$ cat config.mk
export PLATFORM = sky130hd
export DESIGN_NAME = alu_register_file_execute_core
export DESIGN_NICKNAME = d
export VERILOG_FILES = /design/src/sv/arfe_pkg.sv /design/src/sv/arfe_alu.sv /design/src/sv/alu_register_file_execute_core.sv
export VERILOG_INCLUDE_DIRS = /design/src /design/src/sv
export SDC_FILE = /design/constraint.sdc
export NUM_CORES = 1
export LEC_CHECK = 0
export ABC_AREA = 0
export BUFFER_PORTS_ARGS = -buffer_cell sky130_fd_sc_hd__buf_2
export CAP_MARGIN = 5
export CORE_MARGIN = 3
export CORE_UTILIZATION = 40
export DETAILED_ROUTE_END_ITERATION = 6
export GPL_TIMING_DRIVEN = 0
export HOLD_SLACK_MARGIN = 0.15
export SLEW_MARGIN = 40
export SYNTH_ARGS = -nofsm -noshare
export SYNTH_HDL_FRONTEND = slang
export SYNTH_SLANG_ARGS = --single-unit
export TNS_END_PERCENT = 50
$ cat constraint.sdc
create_clock -name clk -period 5.5 [get_ports clk]
set_input_delay 0.55 -clock clk [delete_from_list [all_inputs] [get_ports clk]]
set_output_delay 0.55 -clock clk [all_outputs]
set_load 0.05 [all_outputs]
$ cat src/sv/alu_register_file_execute_core_defines.svh
// assertion macros used by the execute core top level
`ifndef ALU_REGISTER_FILE_EXECUTE_CORE_DEFINES_SVH
`define ALU_REGISTER_FILE_EXECUTE_CORE_DEFINES_SVH

// same-cycle implication, checked at each rising edge outside reset
`define ARFE_ASSERT_NOW(label, clk, rst_n, ante, cons) \
	label: assert property (@(posedge clk) disable iff (!rst_n) (ante) |-> (cons)) \
		else $error("execute core check failed");

// next-cycle implication
`define ARFE_ASSERT_NEXT(label, clk, rst_n, ante, cons) \
	label: assert property (@(posedge clk) disable iff (!rst_n) (ante) |=> (cons)) \
		else $error("execute core check failed");

`endif

$ cat src/sv/arfe_pkg.sv
// types and constants of the execute core
package arfe_pkg;

	localparam int REG_COUNT   = 8;
	localparam int REG_IDX_W   = $clog2(REG_COUNT);
	localparam int DATA_W      = 16;
	localparam int FLAG_W      = 5;
	localparam int MASK_W      = 5;
	localparam int KIND_W      = 5;
	localparam int S_TDATA_W   = 32;
	localparam int M_TDATA_W   = 24;
	localparam int S_USED_W    = 2 * REG_IDX_W + DATA_W + MASK_W;
	localparam int M_USED_W    = DATA_W + FLAG_W;

	localparam logic [DATA_W-1:0] SIGN_BIT = 16'h8000;
	localparam logic [7:0]        BYTE_ONES = 8'hFF;
	localparam logic [7:0]        BYTE_ZERO = 8'h00;

	typedef enum logic [KIND_W-1:0] {
		K_ADD   = 5'd0,
		K_SUB   = 5'd1,
		K_ADDC  = 5'd2,
		K_SUBC  = 5'd3,
		K_CMP   = 5'd4,
		K_XOR   = 5'd5,
		K_AND   = 5'd6,
		K_OR    = 5'd7,
		K_BIT   = 5'd8,
		K_BIC   = 5'd9,
		K_BIS   = 5'd10,
		K_MOV   = 5'd11,
		K_SWAP  = 5'd12,
		K_SWPB  = 5'd13,
		K_SRA   = 5'd14,
		K_RRC   = 5'd15,
		K_SXT   = 5'd16,
		K_MOVLZ = 5'd17,
		K_MOVL  = 5'd18,
		K_MOVLS = 5'd19,
		K_MOVH  = 5'd20,
		K_SETCC = 5'd21,
		K_CLRCC = 5'd22
	} kind_t;

	// bit 0 carry up to bit 4 sleep, same layout as the flag mask
	typedef struct packed {
		logic sleep;
		logic overflow;
		logic negative;
		logic zero;
		logic carry;
	} flags_t;

	typedef struct packed {
		kind_t                 kind;
		logic [REG_IDX_W-1:0]  dest_reg;
		logic [REG_IDX_W-1:0]  source_reg;
		logic [DATA_W-1:0]     operand_value;
		logic [MASK_W-1:0]     flag_mask;
	} op_t;

	typedef struct packed {
		logic [DATA_W-1:0] value;
		logic              wr_dest;
		logic              wr_source;
		flags_t            flags;
	} alu_res_t;

endpackage

$ cat src/sv/arfe_alu.sv
// combinational alu: result value, register write enables and new flags
module arfe_alu import arfe_pkg::*; (
	input  op_t               op,
	input  logic [DATA_W-1:0] dest_val,
	input  logic [DATA_W-1:0] source_val,
	input  flags_t            flags,
	output alu_res_t          res
);

	logic [DATA_W-1:0] a;
	logic [DATA_W-1:0] b;
	logic              cin;
	logic [DATA_W:0]   sum;
	logic [DATA_W:0]   diff;
	logic [DATA_W-1:0] r;
	logic              add_v;
	logic              sub_v;

	assign a    = dest_val;
	assign b    = op.operand_value;
	assign cin  = ((op.kind == K_ADDC) || (op.kind == K_SUBC)) ? flags.carry : 1'b0;
	assign sum  = {1'b0, a} + {1'b0, b} + {{DATA_W{1'b0}}, cin};
	assign diff = {1'b0, a} - {1'b0, b} - {{DATA_W{1'b0}}, cin};
	assign add_v = ((~(a ^ b) & (a ^ sum[DATA_W-1:0])) & SIGN_BIT) != '0;
	assign sub_v = (((a ^ b) & (a ^ diff[DATA_W-1:0])) & SIGN_BIT) != '0;

	always_comb begin
		res.value     = a;
		res.wr_dest   = 1'b0;
		res.wr_source = 1'b0;
		res.flags     = flags;
		r             = '0;
		unique case (op.kind)
			K_ADD, K_ADDC: begin
				r = sum[DATA_W-1:0];
				res.value = r;
				res.wr_dest = 1'b1;
				res.flags.carry = sum[DATA_W];
				res.flags.overflow = add_v;
				res.flags.zero = (r == '0);
				res.flags.negative = r[DATA_W-1];
			end
			K_SUB, K_SUBC, K_CMP: begin
				r = diff[DATA_W-1:0];
				res.value = (op.kind == K_CMP) ? a : r;
				res.wr_dest = (op.kind != K_CMP);
				res.flags.carry = diff[DATA_W];
				res.flags.overflow = sub_v;
				res.flags.zero = (r == '0);
				res.flags.negative = r[DATA_W-1];
			end
			K_XOR, K_AND, K_OR, K_BIT, K_BIC, K_BIS, K_MOV,
			K_SWPB, K_SRA, K_RRC, K_SXT: begin
				unique case (op.kind)
					K_XOR:        r = a ^ b;
					K_AND, K_BIT: r = a & b;
					K_OR, K_BIS:  r = a | b;
					K_BIC:        r = a & ~b;
					K_MOV:        r = b;
					K_SWPB:       r = {a[7:0], a[15:8]};
					K_SRA:        r = {a[DATA_W-1], a[DATA_W-1:1]};
					K_RRC:        r = {flags.carry, a[DATA_W-1:1]};
					default:      r = {{8{a[7]}}, a[7:0]};
				endcase
				res.value = (op.kind == K_BIT) ? a : r;
				res.wr_dest = (op.kind != K_BIT);
				if (op.kind == K_RRC) begin
					res.flags.carry = a[0];
				end
				res.flags.zero = (r == '0);
				res.flags.negative = r[DATA_W-1];
			end
			K_SWAP: begin
				res.value = (op.dest_reg != op.source_reg) ? source_val : a;
				res.wr_dest = (op.dest_reg != op.source_reg);
				res.wr_source = (op.dest_reg != op.source_reg);
			end
			K_MOVLZ: begin
				res.value = {BYTE_ZERO, b[7:0]};
				res.wr_dest = 1'b1;
			end
			K_MOVL: begin
				res.value = {a[15:8], b[7:0]};
				res.wr_dest = 1'b1;
			end
			K_MOVLS: begin
				res.value = {BYTE_ONES, b[7:0]};
				res.wr_dest = 1'b1;
			end
			K_MOVH: begin
				res.value = {b[7:0], a[7:0]};
				res.wr_dest = 1'b1;
			end
			K_SETCC: res.flags = flags_t'(flags | op.flag_mask);
			K_CLRCC: res.flags = flags_t'(flags & ~op.flag_mask);
			default: begin
			end
		endcase
	end

endmodule

$ cat src/sv/alu_register_file_execute_core.sv
// top level of the execute core: input stage, register file, flags and result register
//
// input channel s_*: one operation per item, the kind code on s_tuser and the
// register indexes, operand and flag mask on s_tdata. output channel m_*: one
// result per item, the destination register's new value and the five flags.
// an accepted item waits in the input stage, is executed there against the
// register file and flags, and its result is registered in the output
// register as soon as that register is free or is being read by the receiver.
// throughput is one item per cycle unless the receiver stalls; the register
// file and flags are updated in the same cycle the result is registered, so
// the following item sees them. when the receiver stalls the result holds and
// one further item may wait in the input stage before s_tready drops.
// reset clears all eight registers, the flags and both valid bits.
`include "alu_register_file_execute_core_defines.svh"

module alu_register_file_execute_core import arfe_pkg::*; (
	input  logic                 clk,
	input  logic                 arst_n,
	input  logic                 s_tvalid,
	output logic                 s_tready,
	// dest_reg, source_reg, operand_value, flag_mask, zero fill
	input  logic [S_TDATA_W-1:0] s_tdata,
	// kind
	input  logic [KIND_W-1:0]    s_tuser,
	output logic                 m_tvalid,
	input  logic                 m_tready,
	// dest_value, carry, zero, negative, overflow, sleep, zero fill
	output logic [M_TDATA_W-1:0] m_tdata
);

	op_t                  op_in;
	op_t                  op_s1;
	logic                 valid_s1;
	logic                 adv_s1;
	logic                 out_free;
	logic                 out_valid_q;
	logic [M_TDATA_W-1:0] out_data_q;
	logic [DATA_W-1:0]    rf_q [REG_COUNT];
	flags_t               flags_q;
	logic [DATA_W-1:0]    dest_val;
	logic [DATA_W-1:0]    source_val;
	alu_res_t             res;

	assign op_in.kind          = kind_t'(s_tuser);
	assign op_in.dest_reg      = s_tdata[REG_IDX_W-1:0];
	assign op_in.source_reg    = s_tdata[2*REG_IDX_W-1:REG_IDX_W];
	assign op_in.operand_value = s_tdata[2*REG_IDX_W+DATA_W-1:2*REG_IDX_W];
	assign op_in.flag_mask     = s_tdata[S_USED_W-1:2*REG_IDX_W+DATA_W];

	assign out_free = !out_valid_q || m_tready;
	assign adv_s1   = valid_s1 && out_free;
	assign s_tready = !valid_s1 || out_free;

	always_ff @(posedge clk or negedge arst_n) begin
		if (!arst_n) begin
			valid_s1 <= 1'b0;
		end else if (s_tready) begin
			valid_s1 <= s_tvalid;
		end
	end

	always_ff @(posedge clk) begin
		if (s_tvalid && s_tready) begin
			op_s1 <= op_in;
		end
	end

	assign dest_val   = rf_q[op_s1.dest_reg];
	assign source_val = rf_q[op_s1.source_reg];

	arfe_alu u_alu (
		.op         (op_s1),
		.dest_val   (dest_val),
		.source_val (source_val),
		.flags      (flags_q),
		.res        (res)
	);

	always_ff @(posedge clk or negedge arst_n) begin
		if (!arst_n) begin
			for (int i = 0; i < REG_COUNT; i++) begin
				rf_q[i] <= '0;
			end
			flags_q <= '0;
		end else if (adv_s1) begin
			if (res.wr_dest) begin
				rf_q[op_s1.dest_reg] <= res.value;
			end
			if (res.wr_source) begin
				rf_q[op_s1.source_reg] <= dest_val;
			end
			flags_q <= res.flags;
		end
	end

	always_ff @(posedge clk or negedge arst_n) begin
		if (!arst_n) begin
			out_valid_q <= 1'b0;
		end else if (adv_s1) begin
			out_valid_q <= 1'b1;
		end else if (m_tready) begin
			out_valid_q <= 1'b0;
		end
	end

	always_ff @(posedge clk) begin
		if (adv_s1) begin
			out_data_q <= {{(M_TDATA_W-M_USED_W){1'b0}}, res.flags, res.value};
		end
	end

	assign m_tvalid = out_valid_q;
	assign m_tdata  = out_data_q;

	`ARFE_ASSERT_NEXT(a_adv_gives_result, clk, arst_n, adv_s1, m_tvalid)
	`ARFE_ASSERT_NEXT(a_stage_holds, clk, arst_n,
		valid_s1 && !out_free, valid_s1 && $stable(op_s1))
	`ARFE_ASSERT_NEXT(a_cmp_keeps_reg, clk, arst_n,
		adv_s1 && (op_s1.kind == K_CMP),
		rf_q[$past(op_s1.dest_reg)] == $past(dest_val))
	`ARFE_ASSERT_NEXT(a_swap_exchanges, clk, arst_n,
		adv_s1 && (op_s1.kind == K_SWAP) && (op_s1.dest_reg != op_s1.source_reg),
		(rf_q[$past(op_s1.dest_reg)] == $past(source_val)) &&
		(rf_q[$past(op_s1.source_reg)] == $past(dest_val)))

endmodule
# Word-level counts from Yosys, hierarchy flattened
# Cells that the tools add are included.
# Widths: inputs -> output; s select.
# op_classes
add_sub_neg,4
n_mul,0
n_div,0
magnitude_cmp,4
n_eq_ne,25
shift,0
mux,29
bitwise,15
reduce_logical,19
# op_table
cell,count
$mux 128,3
$bwmux 128,2
$mux 16,10
$pmux 17 s8,1
$pmux 16 s8,1
$bmux 16 s3,2
$demux 16 s3,2
$and 16x16->16,4
$logic_not 16->1,3
$xor 16x16->16,3
$eq 5x4->1 const B,8
$eq 5x5->1 const B,7
$not 16->16,2
$eq 5x3->1 const B,4
$add 16x16->17,1
$add 17x1->17,1
$sub 16x16->17,1
$sub 17x1->17,1
$or 16x16->16,1
$pmux 3 s5,1
$reduce_or 11->1,1
$eq 5x2->1 const B,2
$ge 4x4->1 const B,2
$lt 4x1->1 const B,2
other kinds (18),31
# totals
register_bits,188
latchBits,0
ramBits,0
romBits,0
wordCells,117
mem_count,0

# Logic depth before layout (Yosys ltp)
# Gate-level depths: netlist (run 1).
# logic_depth
word_depth,14
mapped_depth,22
depth_no_buf,17

# By module
# A second synthesis (run 1) with hierarchy kept.
# unflattened
cells_unflattened,1330
area_unflattened_um2,14146.1
# modules_own_cells
mod,instances,cells_each,area_each_um2
alu_register_file_execute_core,1,693,9785.6
arfe_alu,1,637,4360.4

# Worst setup path after synthesis (run 1)
# Ideal clock, no wire load.
# synth_timing
path_kind,register to register
start,register op_s1[24] in the netlist's numbering
end,"register out_data_q[17] (netlist: m_tdata[17]), data pin"
arrival_ns,4.627
required_time_ns,5.354
setup_slack_ns,0.727
stages_incl_launch_ff,19
path_buffers,3
synth_period_minus_slack_ns,4.773
path_cell_list,edfxtp_1 > buf_6 > buf_6 > mux4_2 > mux2i_1 > clkbuf_1 > inv_1 > fa_1 > inv_1 > fa_1 > nor2b_1 > o31a_1 > o311ai_0 > nand2b_1 > xor2_1 > or4b_2 > o41ai_1 > nor2_1 > a21oi_1
# synth_rtl
element,line,rtl
from (decl),alu_register_file_execute_core.sv:32,op_t op_s1;
from (signal assigned),alu_register_file_execute_core.sv:64,op_s1 <= op_in;
to (signal assigned),alu_register_file_execute_core.sv:108,"out_data_q <= {{(M_TDATA_W-M_USED_W){1'b0}}, res.flags, res.value};"
to (decl),alu_register_file_execute_core.sv:37,logic [M_TDATA_W-1:0] out_data_q;

==> results of run 1 <==
-- metal layers --
layer | share of wire (%) | up-vias | routed length (µm) | global-route usage (%)
li1 | - | 6126 | - | -
met1 | 42 | 7293 | 27400 | 47.7
met2 | 41 | 1123 | 27000 | 47.9
met3 | 12 | 208 | 7860 | 9.32
met4 | 5.0 | 0 | 3310 | 15.2
met5 | 0 | - | 0 | 0
-- worst paths after layout --
check,slack (ps),from,to
worst max-delay path,190,op_s1[24],m_tdata[15]
worst min-delay path,250,s_tdata[7],op_s1[6]
worst max register to register,190,op_s1[24],m_tdata[15]
worst min register to register,500,valid_s1,m_tvalid
max in group asynchronous,4390,arst_n,rf_q[75]
min in group asynchronous,500,arst_n,rf_q[58]
-- cell families (layout without fill, tap and decap cells) --
group | Yosys count | after routing | synth area share [%]
multiplexers | 94 | 94 | 10.3
buffers and inverters | 195 | 292 | 5.96
flip-flops | 188 | 188 | 34.7
XOR/XNOR | 29 | 29 | 1.77
AO/OA/AOI/OAI | 595 | 595 | 28.7
AND/OR/NAND/NOR | 382 | 382 | 12.9
other | 1 | 3 | 0.0262
adder cells (fa/ha/maj) | 63 | 63 | 5.72
-- where the power goes --
part / switching [W] / internal [W]
clock: 0.000653 / 0.000644
combinational: 0.00256 / 0.00148
sequential: 0.000443 / 0.00190
-- cells in the mapped netlist, types with 8 or more instances --
library cell,count
a211oi_1,23
a21o_1,14
a21oi_1,180
a221oi_1,19
a22oi_1,43
a31oi_1,10
and2_1,14
buf_1,12
buf_2,27
buf_4,9
clkbuf_1,62
dfrtp_1,135
edfxtp_1,53
ha_1,59
inv_1,69
mux2_2,17
mux2i_1,35
mux4_2,37
nand2_1,73
nand2b_1,26
nand3_1,27
nand4_1,13
nor2_1,144
nor2b_1,11
nor3_1,27
o211ai_1,10
o21a_1,10
o21ai_0,51
o221a_2,10
o221ai_1,26
o22a_1,28
o22ai_1,78
o32ai_1,23
xnor2_1,21
xor2_1,8
-- final cells by class --
type	count	area [µm²]	area share, %
Inverter	77	293	1.82
Tap cell	455	569	3.54
Timing Repair Buffer	67	425	2.64
Sequential cell	188	4970	30.9
Buffer	116	583	3.62
Clock buffer	18	429	2.67
Clock inverter	14	158	0.980
Multi-Input combinational cell	1166	8660	53.8
-- through the flow --
step	setup slack (ps)	setup TNS, ps	std cells
floorplan	727	0	1549
global placement	-957	-59390	2062
detailed placement	-962	-58840	2066
CTS	99.4	0	2100
global route	19.1	0	2101
finish	194	0	2101
-- sequential cells by signal, indices dropped and copies added, names as in the netlist --
signal / count
m_tvalid: 1
m_tdata: 21
flags_q: 5
op_s1: 32
rf_q: 128
valid_s1: 1
-- repair_timing --
action	CTS	global route
gates cloned	0	0
pin swaps	1	1
hold buffers	1	0
setup buffers	2	1
endpoints found under the setup margin	114	66
resized for setup	18	15
endpoints found under the hold margin	19	0
-- worst max-delay path, stage by stage (launching register included) --
cell      delay (ps)
edfxtp_1         350
buf_6            200
buf_6            230
buf_6            210
buf_6            190
buf_6            160
mux2i_1          200
o22ai_1          210
nor2_2           410
inv_1            100
clkbuf_1         360
ha_1             350
a21o_1           200
a21o_1           180
a21o_1           160
a41oi_1          260
a21oi_1          270
xnor2_1          340
o211a_1          310
a21o_1           270
inv_1             80
==> impl_metrics.csv, run 1 <==
group,metric,value,unit
final_layout,num-fill-cells,3374,
global_routing,grt_pass1_vias,13900,
timing,hold_ws,252,ps
timing,rsz0062_at_grt,"false",
timing,hold_viol,0,
timing,fin_worst_skew,20.8,ps
global_routing,grt_pass1_wl,95.5,mm
power,power-per-cell-area,477,nW/µm²
worst_hold_path,holdPathStages,1,
global_routing,grt_max_degree,67,
logic_synthesis,netlist_instances,1547,
detailed_routing,initialDrtViolationCount,2313,
logic_synthesis,synth_top_area_cell,"dfrtp_1",
power,p_total,0.00768,W
worst_setup_path,criticalPathCategory,"register to register",
timing,final_max_slew_viol_count,0,
clock_tree,clock_sinks,188,
logic_synthesis,yosysUniqueCellTypes,96,
final_layout,final_common_cell,"a21oi_1",
logic_synthesis,syn_area_per_cell,9.25,µm²
detailed_routing,first_pass_iters,7,
global_routing,grt_usage,33.7,%
worst_hold_path,worstHoldPathType,"input port to register",
final_layout,insertedDiodeCount,0,
floorplanning,die_area,38100,µm²
logic_synthesis,netlist_area,14300,µm²
logic_synthesis,synth_ff_type,"dfrtp_1",
outcome,status,"completed",
clock_tree,clk_transition_reported_paths,80,ps
timing,fmax,188,MHz
timing,slew-limit-headroom,36.5,%
worst_setup_path,cp_max_fo,10,
timing,period_minus_slack,5310,ps
final_layout,drive_above_1_share,17.0,%
timing,worst_pin_slew,948,ps
power,ir_drop,0.272,mV
logic_synthesis,synth_edf_count,53,
clock_tree,cts_tree,"built",
detailed_routing,avgRoutedWirePerCell,31.2,µm
placement,gp_congestion,1.08,
worst_setup_path,critPathCaptureType,"register",
timing,final-setup-viol-count,0,
global_routing,overflow,0,
floorplanning,io_pins,67,
detailed_routing,vias,14800,
floorplanning,start_util,41.0,%
placement,dpl_cell_area,15300,µm²
clock_tree,cts_made_buffers,17,
floorplanning,rows,68,
floorplanning,core,34900,µm²
placement,port_buffers,58,
final_layout,post-route-util,46.1,%
logic_synthesis,synth_seq_cells,188,
worst_setup_path,required,5710,ps
job,max_cap_violations,0,
final_layout,final_cell_mix,"176 x a21oi_1, 141 x nor2_1, 135 x dfrtp_1, 85 x buf_2, 78 x o22ai_1",
clock_tree,clk_latency,470,ps
floorplanning,die_width,195,µm
worst_setup_path,arrival,5520,ps
clock_tree,cts.path.max_buffers,2,
logic_synthesis,netlist_top_cells_area,"dfrtp_1 24%, edfxtp_1 11%, a21oi_1 6.3%",
timing,period_share,96.5,%
placement,place_hpwl,49.7,mm
power,power_leakage,6.11,nW
clock_tree,clock-root-buffer,"clkbuf_16",
worst_setup_path,worst_setup_path_start_kind,"register",
logic_synthesis,yosysWarnings,0,
final_layout,synthToLayoutAreaGrowth,12.3,%
detailed_routing,viasPerCell,7.02,
detailed_routing,drcViolationCount,0,
global_routing,antenna_found_initial,0,
final_layout,nets,1737,
logic_synthesis,synth.top_cell.area_share,23.6,%
detailed_routing,routed_wl,65.6,mm
logic_synthesis,ys_async_sr_fraction,71.8,%
floorplanning,fp.dieH,195,µm
clock_tree,htreeDepth,4,
logic_synthesis,seq_area_frac_synth,34.7,%
detailed_routing,drtAntennaViolNets,0,
worst_setup_path,reg2regPathDepth,20,
final_layout,stdcell_area,16100,µm²
No activity file was read; power rests on OpenSTA's default activity.
==> inputs of run 2 (changes only) <==
Settings changed: REMOVE_ABC_BUFFERS from default to 1.
==> run 2 against run 1 <==
The flow now finishes with violations (design-rule violations); cell area hardly changed; non-clock buffer count decreased by 76; routed wire length decreased by 14%; critical path depth shrank 3; total power shrank 4.2%; core utilization about the same.
==> impl_metrics.csv, run 2 (same netlist as run 1, synthesis figures left out) <==
group,metric,value,unit
clock_tree,htreeDepth,4,
worst_hold_path,worstHoldPathType,"input port to register",
final_layout,stdcell_count,2025,
worst_setup_path,criticalPathCategory,"register to register",
final_layout,final_common_cell,"a21oi_1",
worst_setup_path,critPathCaptureType,"register",
floorplanning,fp.dieH,195,µm
clock_tree,clk_latency,460,ps
timing,final_max_slew_viol_count,0,
final_layout,final_cell_mix,"174 x a21oi_1, 138 x nor2_1, 135 x dfrtp_1, 78 x o22ai_1, 72 x nand2_1",
timing,fmax,186,MHz
power,power_frac_seq,30.9,%
clock_tree,cts.path.max_buffers,2,
worst_setup_path,cp_common_cell,"buf_6",
worst_setup_path,worst_setup_path_start_kind,"register",
detailed_routing,initialDrtViolationCount,2065,
final_layout,num-fill-cells,3364,
clock_tree,clock_sinks,188,
placement,place_hpwl,41.0,mm
power,power-per-cell-area,458,nW/µm²
placement,post-place-cells,1985,
timing,finalWorstSetupSlack,129,ps
timing,hold_viol,0,
floorplanning,core,34900,µm²
final_layout,max_flop_register,"rf_q",
detailed_routing,viasPerCell,6.81,
floorplanning,rows,68,
global_routing,gr-usage-met1,39.5,%
placement,gp_congestion,1.00,
floorplanning,io_pins,67,
placement,port_buffers,58,
worst_setup_path,cp_slowest_cell,"a211oi_2",
power,power_switching_share,45.4,%
power,p_clk_share,16.6,%
power,p_int,0.00402,W
global_routing,grt_pass1_vias,13400,
final_layout,synthToLayoutAreaGrowth,12.3,%
worst_setup_path,crit_path_cell_trace,"buf_6 > buf_6 > buf_6 > buf_6 > mux4_2 > mux2_2 > inv_1 > ha_1 > ha_1 > a2111o_1 > nand3_1 > nand2_1 > a21oi_1 > xnor2_1 > a211oi_2 > a22oi_1 > o22a_1",
final_layout,nets,1661,
worst_setup_path,arrival,5710,ps
final_layout,stdcell_area,16100,µm²
timing,fin_worst_skew,15.1,ps
power,p_switching,0.00334,W
worst_setup_path,max_stage_delay,790,ps
floorplanning,die_area,38100,µm²
worst_setup_path,cp_num_buf_inv,5,
timing,rsz0062_at_grt,"false",
timing,worst_pin_slew,864,ps
detailed_routing,drcViolationCount,1,
placement,dpl_cell_area,15400,µm²
power,power_leakage,6.07,nW
clock_tree,clk_transition_reported_paths,70,ps
job,max_cap_violations,0,
clock_tree,cts_made_buffers,17,
timing,slew-limit-headroom,42.3,%
timing,finalSetupTns,0,ps
floorplanning,die_width,195,µm
outcome,violations,"design-rule violations",
detailed_routing,vias,13800,
outcome,status,"finished with violations",
global_routing,antenna_found_initial,0,
timing,period_share,97.6,%
global_routing,grt_max_degree,70,
timing,period_minus_slack,5370,ps
placement,post-place-ws,-549,ps
detailed_routing,avgRoutedWirePerCell,27.8,µm
detailed_routing,first_pass_iters,7,
clock_tree,clock-root-buffer,"clkbuf_16",
final_layout,drive_above_1_share,18.0,%
detailed_routing,drtAntennaViolNets,0,
global_routing,grt_pass1_wl,84.3,mm
global_routing,grt_usage,28.9,%
global_routing,use_met3,7.19,%
floorplanning,start_util,41.0,%
global_routing,grt_busiest_layer,"met2",
worst_setup_path,path_delay_family,"compound AO/OA/AOI/OAI gates",
final_layout,largest_reg_flops,128,
timing,final-setup-viol-count,0,
detailed_routing,routed_wl,56.3,mm
power,combPwrFrac,52.5,%
global_routing,globalRouteMet2Util,43.1,%
power,ir_drop,0.236,mV
worst_setup_path,required,5840,ps
power,p_total,0.00735,W
final_layout,insertedDiodeCount,0,
global_routing,overflow,0,
clock_tree,cts_tree,"built",
worst_setup_path,cp_max_fo,13,
run 2: cell types whose count changed in the layout (fill, tap and decap cells not counted), moves of 6 or more:
cell / before / now
clkbuf_1: 57 / 1
buf_4: 14 / 7
a21oi_2: 10 / 4
a21oi_4: 1 / 9
buf_6: 8 / 24
buf_8: 1 / 11
buf_1: 10 / 0
buf_2: 85 / 60
run 2: per-stage QoR:
step                hold WS [ps]  utilization (%)
floorplan                    254                -
global placement             474             41.9
detailed placement           508             44.0
CTS                          242             45.8
global route                 247             46.1
finish                       258             46.1
run 2: routing by layer:
metal | vias to the layer above | wire [µm]
li1 | 5960 | -
met1 | 6792 | 23200
met2 | 870 | 24400
met3 | 165 | 5910
met4 | 0 | 2870
met5 | - | 0
run 2: cell type report:
| class | instances | area [µm²] | area share (%) |
|---|---|---|---|
| clock inverters | 13 | 116 | 0.724 |
| flip-flops and latches | 188 | 4970 | 30.9 |
| repair buffers | 107 | 901 | 5.61 |
| inverters | 77 | 299 | 1.86 |
| multi-input cells | 1166 | 8770 | 54.6 |
| well taps | 455 | 569 | 3.54 |
| clock buffers | 19 | 443 | 2.76 |
run 2: path summary, 6_finish.rpt:
kind	slack, ps	to	cells past startpoint	from
setup / recovery	130	rf_q[88]	17	op_s1[24]
setup reg to reg	130	rf_q[88]	17	op_s1[24]
hold reg to reg	520	rf_q[40]	1	rf_q[40]
min in group asynchronous	650	rf_q[33]	2	arst_n
max in group asynchronous	4070	flags_q[0]	3	arst_n
hold / removal	260	op_s1[29]	1	s_tuser[2]
run 2: timing repair:
item                                    4_1_cts  5_1_grt
gates cloned                                  0        0
endpoints found under the setup margin       75       46
endpoints found under the hold margin        66        0
pin swaps                                     1        3
hold buffers                                  1        0
gates resized for setup                       5       16
setup buffers                                 6        1
run 2: worst reg2reg max path: cells and delay by family, from the launching register on:
family | cells | cell delay [ps]
xor gates and xnor gates | 1 | 180
DFF | 1 | 380
and+or+nand+nor | 2 | 160
adders and majority gates | 2 | 750
AOI/OAI and AO/OA | 5 | 1850
muxes | 2 | 940
buffers and inverters | 5 | 1000
run 2: power by group through the flow:
stage / clock network [W] / logic, W / registers (W)
after CTS: 0.00124 / 0.00370 / 0.00225
final: 0.00122 / 0.00386 / 0.00227
after detailed placement: 0 / 0.00365 / 0.00228
after floorplan: 0 / 0.00246 / 0.00229
after global routing: 0.00129 / 0.00414 / 0.00232
after global placement: 0 / 0.00348 / 0.00232
